## src/rtl/tild_pkg.sv

```systemverilog
// Package for the terminal input line discipline.
// Holds buffer sizing, character and destination codes, the shared structs
// and the echo string tables. Depends on nothing.
`default_nettype none
package tild_pkg;

   localparam int BUFFER_BYTES = 56;
   localparam int ADDR_W       = $clog2(BUFFER_BYTES);
   localparam int CNT_W        = $clog2(BUFFER_BYTES + 1);
   localparam int THRESHOLD    = BUFFER_BYTES - 2;
   localparam int TAB_STOP     = 10;
   // Division by the tab stop: quotient = (value * RECIP_10) >> RECIP_SHIFT,
   // exact for every value below 64.
   localparam int RECIP_10     = 13;
   localparam int RECIP_SHIFT  = 7;

   localparam int CSR_INDEX_W  = 3;
   localparam int CSR_DATA_W   = 1;

   localparam logic [CSR_INDEX_W-1:0] REG_ECHO_ENABLE = 3'd0;
   localparam logic [CSR_INDEX_W-1:0] REG_CR_ECHO     = 3'd1;
   localparam logic [CSR_INDEX_W-1:0] REG_LF_ECHO     = 3'd2;
   localparam logic [CSR_INDEX_W-1:0] REG_TAB_ECHO    = 3'd3;
   localparam logic [CSR_INDEX_W-1:0] REG_BREAK_ALL   = 3'd4;
   localparam logic [CSR_INDEX_W-1:0] REG_FULL_DUPLEX = 3'd5;

   localparam logic [7:0] CH_NUL   = 8'h00;
   localparam logic [7:0] CH_ETX   = 8'h03;
   localparam logic [7:0] CH_BEL   = 8'h07;
   localparam logic [7:0] CH_BS    = 8'h08;
   localparam logic [7:0] CH_TAB   = 8'h09;
   localparam logic [7:0] CH_LF    = 8'h0A;
   localparam logic [7:0] CH_FF    = 8'h0C;
   localparam logic [7:0] CH_CR    = 8'h0D;
   localparam logic [7:0] CH_DC2   = 8'h12;
   localparam logic [7:0] CH_NAK   = 8'h15;
   localparam logic [7:0] CH_SP    = 8'h20;
   localparam logic [7:0] CH_R     = 8'h52;
   localparam logic [7:0] CH_U     = 8'h55;
   localparam logic [7:0] CH_CARET = 8'h5E;
   localparam logic [7:0] CH_DEL   = 8'h7F;

   localparam logic [1:0] DEST_ECHO  = 2'd0;
   localparam logic [1:0] DEST_HOST  = 2'd1;
   localparam logic [1:0] DEST_BREAK = 2'd2;

   // Short fixed-pattern outputs.
   localparam logic [2:0] STR_CRLF   = 3'd0;
   localparam logic [2:0] STR_TAB    = 3'd1;
   localparam logic [2:0] STR_SELF   = 3'd2;
   localparam logic [2:0] STR_BEL    = 3'd3;
   localparam logic [2:0] STR_ERASE  = 3'd4;
   localparam logic [2:0] STR_KILL   = 3'd5;
   localparam logic [2:0] STR_RETYPE = 3'd6;
   localparam logic [2:0] STR_BREAK  = 3'd7;

   // Buffer read-out kinds.
   localparam logic [1:0] SEND_HOST_C = 2'd0;
   localparam logic [1:0] SEND_HOST_I = 2'd1;
   localparam logic [1:0] SEND_ECHO   = 2'd2;

   typedef struct packed {
      logic echo_enable;
      logic cr_echo;
      logic lf_echo;
      logic tab_echo;
      logic break_all;
      logic full_duplex;
   } cfg_type;

   typedef struct packed {
      logic              we;
      logic [ADDR_W-1:0] waddr;
      logic [7:0]        wdata;
      logic              re;
      logic [ADDR_W-1:0] raddr;
   } ram_req_type;

   typedef struct packed {
      logic [1:0] dest;
      logic [7:0] ch;
      logic       line_end;
      logic       line_complete;
      logic       last;
   } rsp_type;

   function automatic logic [7:0] str_char(input logic [2:0] sel, input logic [1:0] idx,
                                           input logic [7:0] ch);
      logic [7:0] r;
      r = CH_NUL;
      case (sel)
         STR_CRLF:   r = (idx == 2'd0) ? CH_CR : CH_LF;
         STR_TAB:    r = CH_SP;
         STR_SELF:   r = ch;
         STR_BEL:    r = CH_BEL;
         STR_ERASE:  r = (idx == 2'd1) ? CH_SP : CH_BS;
         STR_KILL: begin
            case (idx)
               2'd0:    r = CH_CARET;
               2'd1:    r = CH_U;
               2'd2:    r = CH_CR;
               default: r = CH_LF;
            endcase
         end
         STR_RETYPE: begin
            case (idx)
               2'd0:    r = CH_CARET;
               2'd1:    r = CH_R;
               2'd2:    r = CH_CR;
               default: r = CH_LF;
            endcase
         end
         default:    r = CH_NUL;
      endcase
      return r;
   endfunction

   function automatic logic [1:0] str_dest(input logic [2:0] sel);
      return (sel == STR_BREAK) ? DEST_BREAK : DEST_ECHO;
   endfunction

   // Spaces up to the next tab stop for a given column.
   function automatic logic [CNT_W-1:0] tab_spaces(input logic [CNT_W-1:0] fill);
      logic [CNT_W+RECIP_SHIFT-1:0] prod;
      logic [CNT_W-1:0]             quot;
      logic [CNT_W+3:0]             tens;
      logic [CNT_W+3:0]             diff;
      prod = (CNT_W + RECIP_SHIFT)'(fill) * (CNT_W + RECIP_SHIFT)'(RECIP_10);
      quot = prod[CNT_W+RECIP_SHIFT-1:RECIP_SHIFT];
      tens = (CNT_W + 4)'(quot) * (CNT_W + 4)'(TAB_STOP);
      diff = (CNT_W + 4)'(fill) - tens;
      return CNT_W'(TAB_STOP) - diff[CNT_W-1:0];
   endfunction

endpackage
`default_nettype wire

```

## src/rtl/tild_line_ram.sv

```systemverilog
// Line store: one write port and one registered read port.
// Depends on tild_pkg for depth and the request struct.
`default_nettype none
module tild_line_ram (
   input  wire logic                  clock,
   input  wire tild_pkg::ram_req_type ram_req,
   output logic [7:0]                 rd_data_ff
);
   import tild_pkg::*;

   logic [7:0] line_store [BUFFER_BYTES];

   // Read data holds while no read is issued, so a stalled result keeps it.
   always_ff @(posedge clock) begin
      if (ram_req.we) begin
         line_store[ram_req.waddr] <= ram_req.wdata;
      end
      if (ram_req.re) begin
         rd_data_ff <= line_store[ram_req.raddr];
      end
   end

endmodule
`default_nettype wire

```

## src/rtl/tild_csr.sv

```systemverilog
// Configuration registers of the line discipline, written by index.
// Depends on tild_pkg for register indexes and the config struct.
`default_nettype none
module tild_csr (
   input  wire logic                             clock,
   input  wire logic                             reset,
   input  wire logic                             csr_we,
   input  wire logic [tild_pkg::CSR_INDEX_W-1:0] csr_index,
   input  wire logic [tild_pkg::CSR_DATA_W-1:0]  csr_wdata,
   output tild_pkg::cfg_type                     cfg_ff
);
   import tild_pkg::*;

   cfg_type cfg_in;

   always_comb begin
      cfg_in = cfg_ff;
      if (csr_we) begin
         case (csr_index)
            REG_ECHO_ENABLE: cfg_in.echo_enable = csr_wdata[0];
            REG_CR_ECHO:     cfg_in.cr_echo     = csr_wdata[0];
            REG_LF_ECHO:     cfg_in.lf_echo     = csr_wdata[0];
            REG_TAB_ECHO:    cfg_in.tab_echo    = csr_wdata[0];
            REG_BREAK_ALL:   cfg_in.break_all   = csr_wdata[0];
            REG_FULL_DUPLEX: cfg_in.full_duplex = csr_wdata[0];
            default:         cfg_in = cfg_ff;
         endcase
      end
   end

   always_ff @(posedge clock) begin
      if (reset) begin
         cfg_ff <= '{echo_enable: 1'b0, cr_echo: 1'b0, lf_echo: 1'b0, tab_echo: 1'b0,
                     break_all: 1'b0, full_duplex: 1'b1};
      end else begin
         cfg_ff <= cfg_in;
      end
   end

endmodule
`default_nettype wire

```

## src/rtl/tild_seq.sv

```systemverilog
// Character decode and result sequencer: plans the echo and line actions
// for one item, reads the line store back and drives the result register.
// Depends on tild_pkg; drives the port of tild_line_ram.
`default_nettype none
module tild_seq (
   input  wire logic                  clock,
   input  wire logic                  reset,
   input  wire tild_pkg::cfg_type     cfg,
   input  wire logic                  req_valid,
   output logic                       req_ready,
   input  wire logic [7:0]            req_char,
   output logic                       rsp_valid,
   input  wire logic                  rsp_ready,
   output tild_pkg::rsp_type          rsp,
   output tild_pkg::ram_req_type      ram_req,
   input  wire logic [7:0]            rd_data
);
   import tild_pkg::*;

   localparam logic [1:0] S_IDLE = 2'd0;
   localparam logic [1:0] S_ECHO = 2'd1;
   localparam logic [1:0] S_ACT  = 2'd2;
   localparam logic [1:0] S_SEND = 2'd3;

   logic [1:0]       state_ff, state_in;
   logic [7:0]       ch_ff, ch_in;
   logic [2:0]       e_sel_ff, e_sel_in, a_sel_ff, a_sel_in;
   logic [CNT_W-1:0] e_len_ff, e_len_in, a_len_ff, a_len_in, s_len_ff, s_len_in;
   logic [1:0]       s_mode_ff, s_mode_in;
   logic             store_after_ff, store_after_in;
   logic [CNT_W-1:0] fill_ff, fill_in;
   logic [CNT_W-1:0] idx_ff, idx_in;
   logic             rd_pend_ff, rd_pend_in;
   rsp_type          out_ff, out_in;
   logic             out_valid_ff, out_valid_in;

   // Decode of the offered character.
   logic [7:0]       ch_tr;
   logic [2:0]       d_e_sel, d_a_sel;
   logic [CNT_W-1:0] d_e_len, d_a_len, d_s_len, d_fill;
   logic [1:0]       d_s_mode;
   logic             d_store_after, d_we;
   logic [7:0]       d_wdata;
   logic             quiet_char, can_store;

   // Result generation.
   logic             emit_valid, fire, phase_last;
   rsp_type          emit;
   logic [CNT_W-1:0] cur_len;

   assign req_ready = (state_ff == S_IDLE);
   assign rsp_valid = out_valid_ff;
   assign rsp       = out_ff;

   always_comb begin
      ch_tr         = (req_char == CH_CR) ? CH_LF : req_char;
      quiet_char    = (req_char == CH_DC2) || (req_char == CH_NAK) || (req_char == CH_BS) ||
                      (req_char == CH_DEL) || (req_char == CH_LF) || (req_char == CH_CR) ||
                      (req_char == CH_FF) || (req_char == CH_ETX);
      can_store     = (fill_ff < CNT_W'(BUFFER_BYTES));
      d_e_sel       = STR_SELF;
      d_e_len       = '0;
      d_a_sel       = STR_SELF;
      d_a_len       = '0;
      d_s_len       = '0;
      d_s_mode      = SEND_HOST_C;
      d_store_after = 1'b0;
      d_we          = 1'b0;
      d_wdata       = ch_tr;
      d_fill        = fill_ff;

      if (cfg.echo_enable) begin
         if (cfg.cr_echo && req_char == CH_LF) begin
            d_e_sel = STR_CRLF;
            d_e_len = CNT_W'(2);
         end else if (cfg.lf_echo && req_char == CH_CR) begin
            d_e_sel = STR_CRLF;
            d_e_len = CNT_W'(2);
         end else if (cfg.tab_echo && req_char == CH_TAB) begin
            d_e_sel = STR_TAB;
            d_e_len = tab_spaces(fill_ff);
         end else if (!quiet_char) begin
            d_e_sel = STR_SELF;
            d_e_len = CNT_W'(1);
         end
      end

      if (cfg.break_all) begin
         // The raw byte joins the buffer and the whole buffer goes out.
         d_we     = can_store;
         d_wdata  = req_char;
         d_s_mode = SEND_HOST_C;
         d_s_len  = can_store ? fill_ff + CNT_W'(1) : fill_ff;
         d_fill   = '0;
      end else if (fill_ff >= CNT_W'(THRESHOLD)) begin
         // Flush as incomplete; the byte is written to the front afterwards.
         d_s_mode      = SEND_HOST_I;
         d_s_len       = fill_ff;
         d_store_after = 1'b1;
         d_fill        = CNT_W'(1);
      end else if (ch_tr == CH_LF || ch_tr == CH_FF) begin
         d_we     = can_store;
         d_wdata  = CH_LF;
         d_s_mode = SEND_HOST_C;
         d_s_len  = can_store ? fill_ff + CNT_W'(1) : fill_ff;
         d_fill   = '0;
      end else if (ch_tr == CH_ETX) begin
         d_a_sel = STR_BREAK;
         d_a_len = CNT_W'(1);
      end else if (ch_tr == CH_BS || ch_tr == CH_DEL) begin
         if (fill_ff != '0) begin
            d_a_sel = STR_ERASE;
            d_a_len = CNT_W'(3);
            d_fill  = fill_ff - CNT_W'(1);
         end else begin
            d_a_sel = STR_BEL;
            d_a_len = CNT_W'(1);
         end
      end else if (ch_tr == CH_NAK) begin
         d_a_sel = STR_KILL;
         d_a_len = CNT_W'(4);
         d_fill  = '0;
      end else if (ch_tr == CH_DC2) begin
         d_a_sel  = STR_RETYPE;
         d_a_len  = CNT_W'(4);
         d_s_mode = SEND_ECHO;
         d_s_len  = fill_ff;
      end else begin
         if (!cfg.full_duplex) begin
            d_a_sel = STR_SELF;
            d_a_len = CNT_W'(1);
         end
         d_we = can_store;
         if (can_store) begin
            d_fill = fill_ff + CNT_W'(1);
         end
      end
   end

   always_comb begin
      emit       = '0;
      emit_valid = 1'b0;
      cur_len    = s_len_ff;
      case (state_ff)
         S_ECHO:  cur_len = e_len_ff;
         S_ACT:   cur_len = a_len_ff;
         default: cur_len = s_len_ff;
      endcase
      phase_last = (idx_ff == cur_len - CNT_W'(1));
      case (state_ff)
         S_ECHO: begin
            emit_valid = 1'b1;
            emit.dest  = str_dest(e_sel_ff);
            emit.ch    = str_char(e_sel_ff, idx_ff[1:0], ch_ff);
            emit.last  = phase_last && (a_len_ff == '0) && (s_len_ff == '0);
         end
         S_ACT: begin
            emit_valid = 1'b1;
            emit.dest  = str_dest(a_sel_ff);
            emit.ch    = str_char(a_sel_ff, idx_ff[1:0], ch_ff);
            emit.last  = phase_last && (s_len_ff == '0);
         end
         S_SEND: begin
            emit_valid         = rd_pend_ff;
            emit.dest          = (s_mode_ff == SEND_ECHO) ? DEST_ECHO : DEST_HOST;
            emit.ch            = rd_data;
            emit.line_end      = (s_mode_ff != SEND_ECHO) && phase_last;
            emit.line_complete = (s_mode_ff == SEND_HOST_C);
            emit.last          = phase_last;
         end
         default: emit_valid = 1'b0;
      endcase
      fire = emit_valid && (!out_valid_ff || rsp_ready);
   end

   always_comb begin
      state_in       = state_ff;
      ch_in          = ch_ff;
      e_sel_in       = e_sel_ff;
      e_len_in       = e_len_ff;
      a_sel_in       = a_sel_ff;
      a_len_in       = a_len_ff;
      s_mode_in      = s_mode_ff;
      s_len_in       = s_len_ff;
      store_after_in = store_after_ff;
      fill_in        = fill_ff;
      idx_in         = idx_ff;
      rd_pend_in     = rd_pend_ff;
      ram_req        = '0;

      case (state_ff)
         S_IDLE: begin
            if (req_valid) begin
               ch_in          = ch_tr;
               e_sel_in       = d_e_sel;
               e_len_in       = d_e_len;
               a_sel_in       = d_a_sel;
               a_len_in       = d_a_len;
               s_mode_in      = d_s_mode;
               s_len_in       = d_s_len;
               store_after_in = d_store_after;
               fill_in        = d_fill;
               idx_in         = '0;
               rd_pend_in     = 1'b0;
               ram_req.we     = d_we;
               ram_req.waddr  = ADDR_W'(fill_ff);
               ram_req.wdata  = d_wdata;
               if (d_e_len != '0) begin
                  state_in = S_ECHO;
               end else if (d_a_len != '0) begin
                  state_in = S_ACT;
               end else if (d_s_len != '0) begin
                  state_in = S_SEND;
               end else begin
                  state_in = S_IDLE;
               end
            end
         end
         S_ECHO: begin
            if (fire) begin
               if (phase_last) begin
                  idx_in = '0;
                  if (a_len_ff != '0) begin
                     state_in = S_ACT;
                  end else if (s_len_ff != '0) begin
                     state_in = S_SEND;
                  end else begin
                     state_in = S_IDLE;
                  end
               end else begin
                  idx_in = idx_ff + CNT_W'(1);
               end
            end
         end
         S_ACT: begin
            if (fire) begin
               if (phase_last) begin
                  idx_in   = '0;
                  state_in = (s_len_ff != '0) ? S_SEND : S_IDLE;
               end else begin
                  idx_in = idx_ff + CNT_W'(1);
               end
            end
         end
         S_SEND: begin
            // Writes to the store happen only in the accept cycle or after the
            // last read, so a read never meets a write to the same entry.
            if (!rd_pend_ff) begin
               ram_req.re    = 1'b1;
               ram_req.raddr = ADDR_W'(idx_ff);
               rd_pend_in    = 1'b1;
            end else if (fire) begin
               if (phase_last) begin
                  state_in      = S_IDLE;
                  idx_in        = '0;
                  rd_pend_in    = 1'b0;
                  ram_req.we    = store_after_ff;
                  ram_req.waddr = '0;
                  ram_req.wdata = ch_ff;
               end else begin
                  idx_in        = idx_ff + CNT_W'(1);
                  ram_req.re    = 1'b1;
                  ram_req.raddr = ADDR_W'(idx_ff + CNT_W'(1));
               end
            end
         end
         default: state_in = S_IDLE;
      endcase
   end

   always_comb begin
      out_in       = out_ff;
      out_valid_in = out_valid_ff;
      if (fire) begin
         out_in       = emit;
         out_valid_in = 1'b1;
      end else if (rsp_ready) begin
         out_valid_in = 1'b0;
      end
   end

   always_ff @(posedge clock) begin
      if (reset) begin
         state_ff     <= S_IDLE;
         fill_ff      <= '0;
         idx_ff       <= '0;
         rd_pend_ff   <= 1'b0;
         out_valid_ff <= 1'b0;
      end else begin
         state_ff     <= state_in;
         fill_ff      <= fill_in;
         idx_ff       <= idx_in;
         rd_pend_ff   <= rd_pend_in;
         out_valid_ff <= out_valid_in;
      end
   end

   always_ff @(posedge clock) begin
      ch_ff          <= ch_in;
      e_sel_ff       <= e_sel_in;
      e_len_ff       <= e_len_in;
      a_sel_ff       <= a_sel_in;
      a_len_ff       <= a_len_in;
      s_mode_ff      <= s_mode_in;
      s_len_ff       <= s_len_in;
      store_after_ff <= store_after_in;
      out_ff         <= out_in;
   end

endmodule
`default_nettype wire

```

## src/rtl/terminal_input_line_discipline.sv

```systemverilog
// The first result of an item is registered after accept, once the sequencer has left idle and,
// for a buffer read-out, the first store read has returned. Throughput: one result per cycle
// while the receiver keeps taking them. The next item is taken once the last result
// of the previous one is registered.
// Reset (synchronous, active high) empties the fill count, restores the configuration
// defaults and idles the sequencer; the line store is not cleared.
`default_nettype none
module terminal_input_line_discipline (
   input  wire logic                             clock,
   input  wire logic                             reset,
   input  wire logic                             req_tvalid,
   output logic                                  req_tready,
   input  wire logic [7:0]                       req_tdata,  // [7:0] in_char
   output logic                                  rsp_tvalid,
   input  wire logic                             rsp_tready,
   output logic [15:0]                           rsp_tdata,  // [7:0] out_char, [8] last_result
   output logic [2:0]                            rsp_tuser,  // [1:0] dest, [2] line_complete
   output logic                                  rsp_tlast,  // line_end
   input  wire logic                             csr_we,
   input  wire logic [tild_pkg::CSR_INDEX_W-1:0] csr_index,
   input  wire logic [tild_pkg::CSR_DATA_W-1:0]  csr_wdata
);
   import tild_pkg::*;

   cfg_type     cfg;
   ram_req_type ram_req;
   rsp_type     rsp;
   logic [7:0]  rd_data;

   tild_csr u_csr (
      .clock     (clock),
      .reset     (reset),
      .csr_we    (csr_we),
      .csr_index (csr_index),
      .csr_wdata (csr_wdata),
      .cfg_ff    (cfg)
   );

   tild_line_ram u_ram (
      .clock      (clock),
      .ram_req    (ram_req),
      .rd_data_ff (rd_data)
   );

   tild_seq u_seq (
      .clock     (clock),
      .reset     (reset),
      .cfg       (cfg),
      .req_valid (req_tvalid),
      .req_ready (req_tready),
      .req_char  (req_tdata),
      .rsp_valid (rsp_tvalid),
      .rsp_ready (rsp_tready),
      .rsp       (rsp),
      .ram_req   (ram_req),
      .rd_data   (rd_data)
   );

   assign rsp_tdata = {7'b0, rsp.last, rsp.ch};
   assign rsp_tuser = {rsp.line_complete, rsp.dest};
   assign rsp_tlast = rsp.line_end;

endmodule
`default_nettype wire

```

## config.mk

```make
export PLATFORM = sky130hd
export DESIGN_NAME = terminal_input_line_discipline
export DESIGN_NICKNAME = d
export VERILOG_FILES = /design/src/rtl/tild_pkg.sv /design/src/rtl/tild_line_ram.sv /design/src/rtl/tild_csr.sv /design/src/rtl/tild_seq.sv /design/src/rtl/terminal_input_line_discipline.sv
export SDC_FILE = /design/constraint.sdc
export NUM_CORES = 1
export LEC_CHECK = 0
export BUFFER_PORTS_ARGS = -buffer_cell sky130_fd_sc_hd__buf_2
export CAP_MARGIN = 30
export CORE_AREA = 2 2 245 247
export CTS_BUF_LIST = sky130_fd_sc_hd__clkbuf_2 sky130_fd_sc_hd__clkbuf_4 sky130_fd_sc_hd__clkbuf_8
export DETAILED_ROUTE_END_ITERATION = 7
export DIE_AREA = 0 0 247 249
export PLACE_DENSITY = 0.59
export SYNTH_ARGS = -nofsm -noshare
export SYNTH_HDL_FRONTEND = slang
export SYNTH_SLANG_ARGS = --single-unit
```

## constraint.sdc

```tcl
create_clock -name clock -period 5.5 [get_ports clock]
set_clock_uncertainty 0.1 [all_clocks]
set_input_delay 0.275 -clock clock [delete_from_list [all_inputs] [get_ports clock]]
set_output_delay 0.275 -clock clock [all_outputs]
set_load 0.005 [all_outputs]
```

==> metrics.txt, run 1 <==
clk_lat worst skew 0.66 ns; Final Hold Vio Count 0; DPL Wire Length 40100 um; Crit. End Element register; CTS tree done; First DRT Iteration DRCs 1797; clock buffer count from CTS 85; Routed wire per std cell 22.3 um; pin count of the biggest net entering global routing 93; Post-synth EDFFs 499; Final period util 96.2%; top cell type's share of synthesized area 64.2%; proportion of layout cells with a drive suffix above 1 14.3%; WP data required 5.93 ns; average cell area after synthesis 12.3 um^2; H-tree depth 3; cells after synthesis 1890; Tmin final 5.29 ns; Max VDD drop 0.363 mV; fin nets 2082; part of the power in registers 48.0%; final setup fails 0; Final Slew Violations 0; unrepaired setup endpoints after global routing false; critical-path maximum fanout 20; critical path's slowest cell nor4_1; Psw 2.99 mW; Yosys warning count 0; critical path cell sequence inv_1 -> ha_1 -> nor2_1 -> a21oi_1 -> inv_1 -> ha_1 -> xnor2_1 -> or3_1 -> mux2i_1 -> and3_1 -> o31a_4 -> buf_4 -> mux4_2 -> nand2b_1 -> nand3_1 -> nor4_1 -> a211o_1; setup TNS 0 ns; port bufs 31; DR vias 16200; FP Rows 89; fmax 189 MHz; CP startpoint kind register; remaining antenna violation count 0; top post-synthesis cells by area edfxtp_1 (64%), nand2_1 (4.7%), nand3_1 (3.2%); ys flop type edfxtp_1; CP Class reg -> reg; area grow syn2layout 15.1%; GRT Total Usage 20.7%; leading cell type in the layout, fill and taps excluded edfxtp_1; Gate power share 18.1%; Yosys top cell by area edfxtp_1; core area 58700 um^2; # IOs 39; Remaining DRCs 0; CTS Buffer Depth 3; initial antenna violation count 0; # Max-Cap Violations 0; Placed Instance Area 24900 um^2; min-delay worst type in -> reg; sequential area share after synthesis 66.1%; Max-slew headroom 29.4%; clock share of power 33.9%; first-pass GRT wire length 96500 um; Final Cell Area 26900 um^2; status completed; register clock-pin slew on the reported worst setup and hold paths 0.06 ns; Lkg Pwr 9.36 nW; Final Non-Filler Cells 2858; distinct cell type count after synthesis 74; most frequent cells in the layout edfxtp_1 (499), nand2_1 (294), nand3_1 (148); Placed Cells 2675; Die ar. 61500 um^2; grt ovf 0; Via density 5.68; Tightest Pin Transition 1.05 ns; Post-Route WL 63700 um; number of global-route vias before repair 15900; Post-Syn Area 23300 um^2; Die Height 249 um; Root Buffer clkbuf_8; GP Congestion 0.877; # clock sinks 521; pwr dens 382 nW/um^2; Int Pwr 7.27 mW; DIE WIDTH 247 um; crit path DAT 5.72 ns; async set-or-reset flop fraction in the synthesized netlist 0%; crit-path max cell delay 0.91 ns; post-synthesis register bit count 521; ANT cells 0; First-pass DRT Iterations 7; Sw Ratio 29.1%; Initial Utilization 39.7%
-- repair_timing --
item,CTS,global route
resized for setup,0,2
buffers inserted,0,0
endpoints found under the hold margin,25,0
hold buffers,26,0
endpoints found under the setup margin,0,2
-- critical path: cells and delay by family (launching register included) --
kind	cells	cell delay, ns
buffers and inverters	3	0.42
multiplexers	2	0.47
XOR/XNOR	1	0.14
adder cells (fa/ha/maj)	2	0.70
AND/OR/NAND/NOR	6	1.99
flip-flops	1	0.38
AO/OA/AOI/OAI	3	0.93
-- layer usage --
metal | GRT usage (%) | up-vias | share of wire [%]
li1 | - | 7373 | -
met1 | 28.5 | 8122 | 43
met2 | 33.2 | 638 | 48
met3 | 3.76 | 106 | 7.3
met4 | 6.56 | 0 | 2.5
met5 | 0 | - | 0
-- path summary, 6_finish.rpt --
check               startpoint                   to  slack (ns)  depth (start not counted)
max          u_seq.state_ff[1]  u_ram.rd_data_ff[5]        0.21                         17
min               req_tdata[5]       u_seq.ch_ff[5]        0.32                          2
min reg2reg  u_seq.state_ff[0]    u_seq.state_ff[0]        0.44                          2
max reg2reg  u_seq.state_ff[1]  u_ram.rd_data_ff[5]        0.21                         17
-- registers in the layout (all words and copies together), names as in the netlist, 3 cells and up --
| signal | cells |
|---|---|
| u_seq.s_len_ff | 6 |
| u_seq.e_len_ff | 6 |
| u_seq.rsp | 13 |
| u_seq.idx_ff | 6 |
| u_ram.line_store | 448 |
| u_csr.cfg_ff | 6 |
| u_seq.fill_ff | 6 |
| u_ram.rd_data_ff | 8 |
| u_seq.ch_ff | 8 |
| u_seq.a_len_ff | 3 |
| u_seq.a_sel_ff | 3 |
-- power by group through the flow --
| stage | logic, mW | clock network, mW | registers [mW] |
|---|---|---|---|
| 2_1_floorplan | 1.07 | 0 | 4.98 |
| 3_3_place_gp | 1.81 | 0 | 5.00 |
| 3_5_place_dp | 1.84 | 0 | 5.00 |
| 4_1_cts | 1.86 | 3.54 | 4.92 |
| 5_1_grt | 2.02 | 3.72 | 4.93 |
| 6_report | 1.86 | 3.48 | 4.92 |
-- area by class of cell --
cell class              instances  area, um^2
fillers                      5280       31800
flip-flops and latches        521       15400
multi-input cells            1218        7330
clock buffers                 113        1410
repair buffers                156        1270
well taps                     773         967
clock inverters                44         327
inverters                      33         124
-- cell families (layout without fill, tap and decap cells) --
kind of cell	after synthesis	count (layout)	synth area share, %
AO/OA/AOI/OAI	385	385	11.1
XOR/XNOR	14	14	0.526
adder cells (fa/ha/maj)	50	50	2.75
buffers and inverters	157	346	2.98
flip-flops	521	521	66.1
multiplexers	43	43	2.70
other	1	7	0.0161
AND/OR/NAND/NOR	719	719	13.8
-- through the flow --
step / power [mW] / utilization [%] / hold WS [ns] / setup slack (ns)
2_1_floorplan: 6.05 / - / 0.247 / 0.449
3_3_place_gp: 6.81 / 42.3 / 0.383 / 0.380
3_5_place_dp: 6.85 / 42.3 / 0.396 / 0.317
4_1_cts: 10.3 / 45.8 / 0.274 / 0.258
5_1_grt: 10.7 / 45.8 / 0.328 / 0.00634
6_report: 10.3 / 45.8 / 0.323 / 0.208
-- cells in the mapped netlist (13+ instances only) --
cell type	count
and3_1	13
o22ai_1	13
or3_1	18
edfxtp_1	499
mux2i_1	27
o211ai_1	21
nand3_1	148
a22oi_1	21
a211oi_1	22
a21oi_1	124
mux4_2	16
nor4_1	17
dfxtp_1	22
o2111ai_1	20
clkbuf_1	59
buf_2	42
nor3_1	26
ha_1	48
a21boi_0	21
inv_1	32
nor2_1	149
o21ai_0	48
nand2_1	294
No activity file was read; power rests on OpenSTA's default activity.
==> run 2: changes to the inputs <==
- PLACE_DENSITY: 0.59 -> 0.61
- clock period: 5.5 -> 4.3 ns (I/O delays scaled with it)
==> metrics.txt, run 2 (synthesis results as in run 1) <==
Post-Route WL 70200 um (+10%); clk_lat worst skew 0.68 ns (+0.02 ns); Tightest Pin Transition 0.739 ns (-0.310 ns); Final Cell Area 30500 um^2 (+13%); area grow syn2layout 30.6%; pre-CTS setup slack -0.581 ns (-0.899 ns); CP Class reg -> reg; Die Height 249 um (unchanged); fmax 222 MHz (+18%); Final Hold Vio Count 0 (unchanged); H-tree depth 3 (unchanged); Lkg Pwr 10.9 nW (+16%); initial antenna violation count 1 (+1); failing checks negative setup slack; critical-path maximum fanout 4 (-80%); # clock sinks 521 (unchanged); # IOs 39 (unchanged); # Max-Cap Violations 0 (unchanged); Placed Instance Area 26500 um^2 (+6.7%); unrepaired setup endpoints after global routing true; met1 usage 30.7% (+2.3 points); GRT Total Usage 22.3% (+1.7 points); GR met3 Demand/Resource 3.86% (+0.097 points); Crit. End Element register; met2 Track Usage GR 35.9% (+2.7 points); WP data required 4.74 ns (-1.19 ns); pin count of the biggest net entering global routing 57 (-39%); min-delay worst type in -> reg; clock buffer count from CTS 87 (+2.4%); grt ovf 0 (unchanged); Final Non-Filler Cells 3053 (+6.8%); CTS Buffer Depth 3 (unchanged); DIE WIDTH 247 um (unchanged); proportion of layout cells with a drive suffix above 1 28.4% (+14 points); Remaining DRCs 0 (unchanged); FP Rows 89 (unchanged); GP Congestion 0.882 (+0.62%); final setup fails 3 (+3); DR vias 17500 (+7.5%); first-pass GRT wire length 104000 um (+7.5%); Max-slew headroom 50.3% (+21 points); post-layout util 51.9% (+6.1 points); Biggest register u_ram.line_store; Tmin final 4.50 ns (-0.796 ns); Routed wire per std cell 23.0 um (+3.1%); First DRT Iteration DRCs 2014 (+12%); Root Buffer clkbuf_8; CTS tree done; Die ar. 61500 um^2 (unchanged); Max VDD drop 0.545 mV (+50%); Placed Cells 2813 (+5.2%); DPL Wire Length 43000 um (+7.1%); CP startpoint kind register; Initial Utilization 39.7% (unchanged); Via density 5.72 (+0.64%); setup TNS -0.458 ns (-0.458 ns); most frequent cells in the layout edfxtp_1 (499), nand2_1 (287), buf_4 (188); fin nets 2276 (+9.3%); core area 58700 um^2 (unchanged); Final Slew Violations 0 (unchanged); First-pass DRT Iterations 6 (-1); crit path DAT 4.93 ns (-0.79 ns); port bufs 31 (unchanged); max FFs per register 448 (unchanged); GR peak layer met2; register clock-pin slew on the reported worst setup and hold paths 0.06 ns (about the same); worst setup slack after layout -0.196 ns (-0.404 ns); remaining antenna violation count 0 (unchanged); leading cell type in the layout, fill and taps excluded edfxtp_1; number of global-route vias before repair 16900 (+6.1%); Final period util 105% (+8.3 points); status finished with violations; pwr dens 462 nW/um^2 (+21%)
==> run 2: worst paths after layout <==
path / to / slack [ns] / from / cells past startpoint
hold / removal: u_seq.ch_ff[5] / 0.25 / req_tdata[5] / 2
hold reg to reg: u_seq.rsp[1] / 0.49 / u_seq.s_mode_ff[1] / 1
setup / recovery: u_seq.state_ff[0] / -0.20 / u_seq.fill_ff[1] / 24
setup reg to reg: u_seq.state_ff[0] / -0.20 / u_seq.fill_ff[1] / 24
==> run 2: repair_timing <==
item / CTS / global route
gates resized for setup: 102 / 134
gates cloned: 5 / 6
setup endpoints to repair: 459 / 459
hold buffers: 34 / 0
endpoints found under the hold margin: 31 / 0
pin swaps: 38 / 56
buffers inserted: 21 / 15
==> run 2: where the power goes <==
part | internal (mW) | switching, mW
combinational | 1.25 | 2.01
clock | 2.48 | 2.04
sequential | 6.18 | 0.111
total | 9.92 | 4.16
==> run 2: area by class of cell <==
class / count / area, um^2
clock buffer: 117 / 1430
fill: 4883 / 28200
clock inverter: 42 / 355
timing repair buffer: 348 / 3660
inverter: 33 / 130
multi-input combinational: 1218 / 8470
sequential: 521 / 15400
tap: 773 / 967
antenna: 1 / 2.50
==> run 2: worst max-delay path, stage by stage (launching register included) <==
cell      delay, ns
dfxtp_4        0.37
inv_4          0.04
ha_4           0.26
xor2_1         0.15
ha_1           0.25
ha_1           0.28
a41o_1         0.18
a21o_1         0.20
a21oi_4        0.17
o21bai_2       0.11
a21oi_2        0.18
xnor2_2        0.10
ha_1           0.30
inv_2          0.05
ha_4           0.26
inv_2          0.04
ha_4           0.21
a21o_1         0.16
a21oi_2        0.12
xnor2_1        0.14
xnor2_1        0.17
o21ai_1        0.15
o21ai_1        0.16
o311a_1        0.18
nor3_1         0.04
==> run 2: per-layer routing <==
metal	vias to the layer above	routed length, um
met4	0	1790
met5	-	0
li1	7783	-
met2	851	33300
met1	8690	29000
met3	134	6110
==> run 2: per-stage QoR <==
stage	hold WS, ns	power, mW
detailed placement	0.381	9.15
CTS	0.206	13.9
floorplan	0.187	7.77
global placement	0.380	9.10
finish	0.254	14.1
global route	0.259	14.6
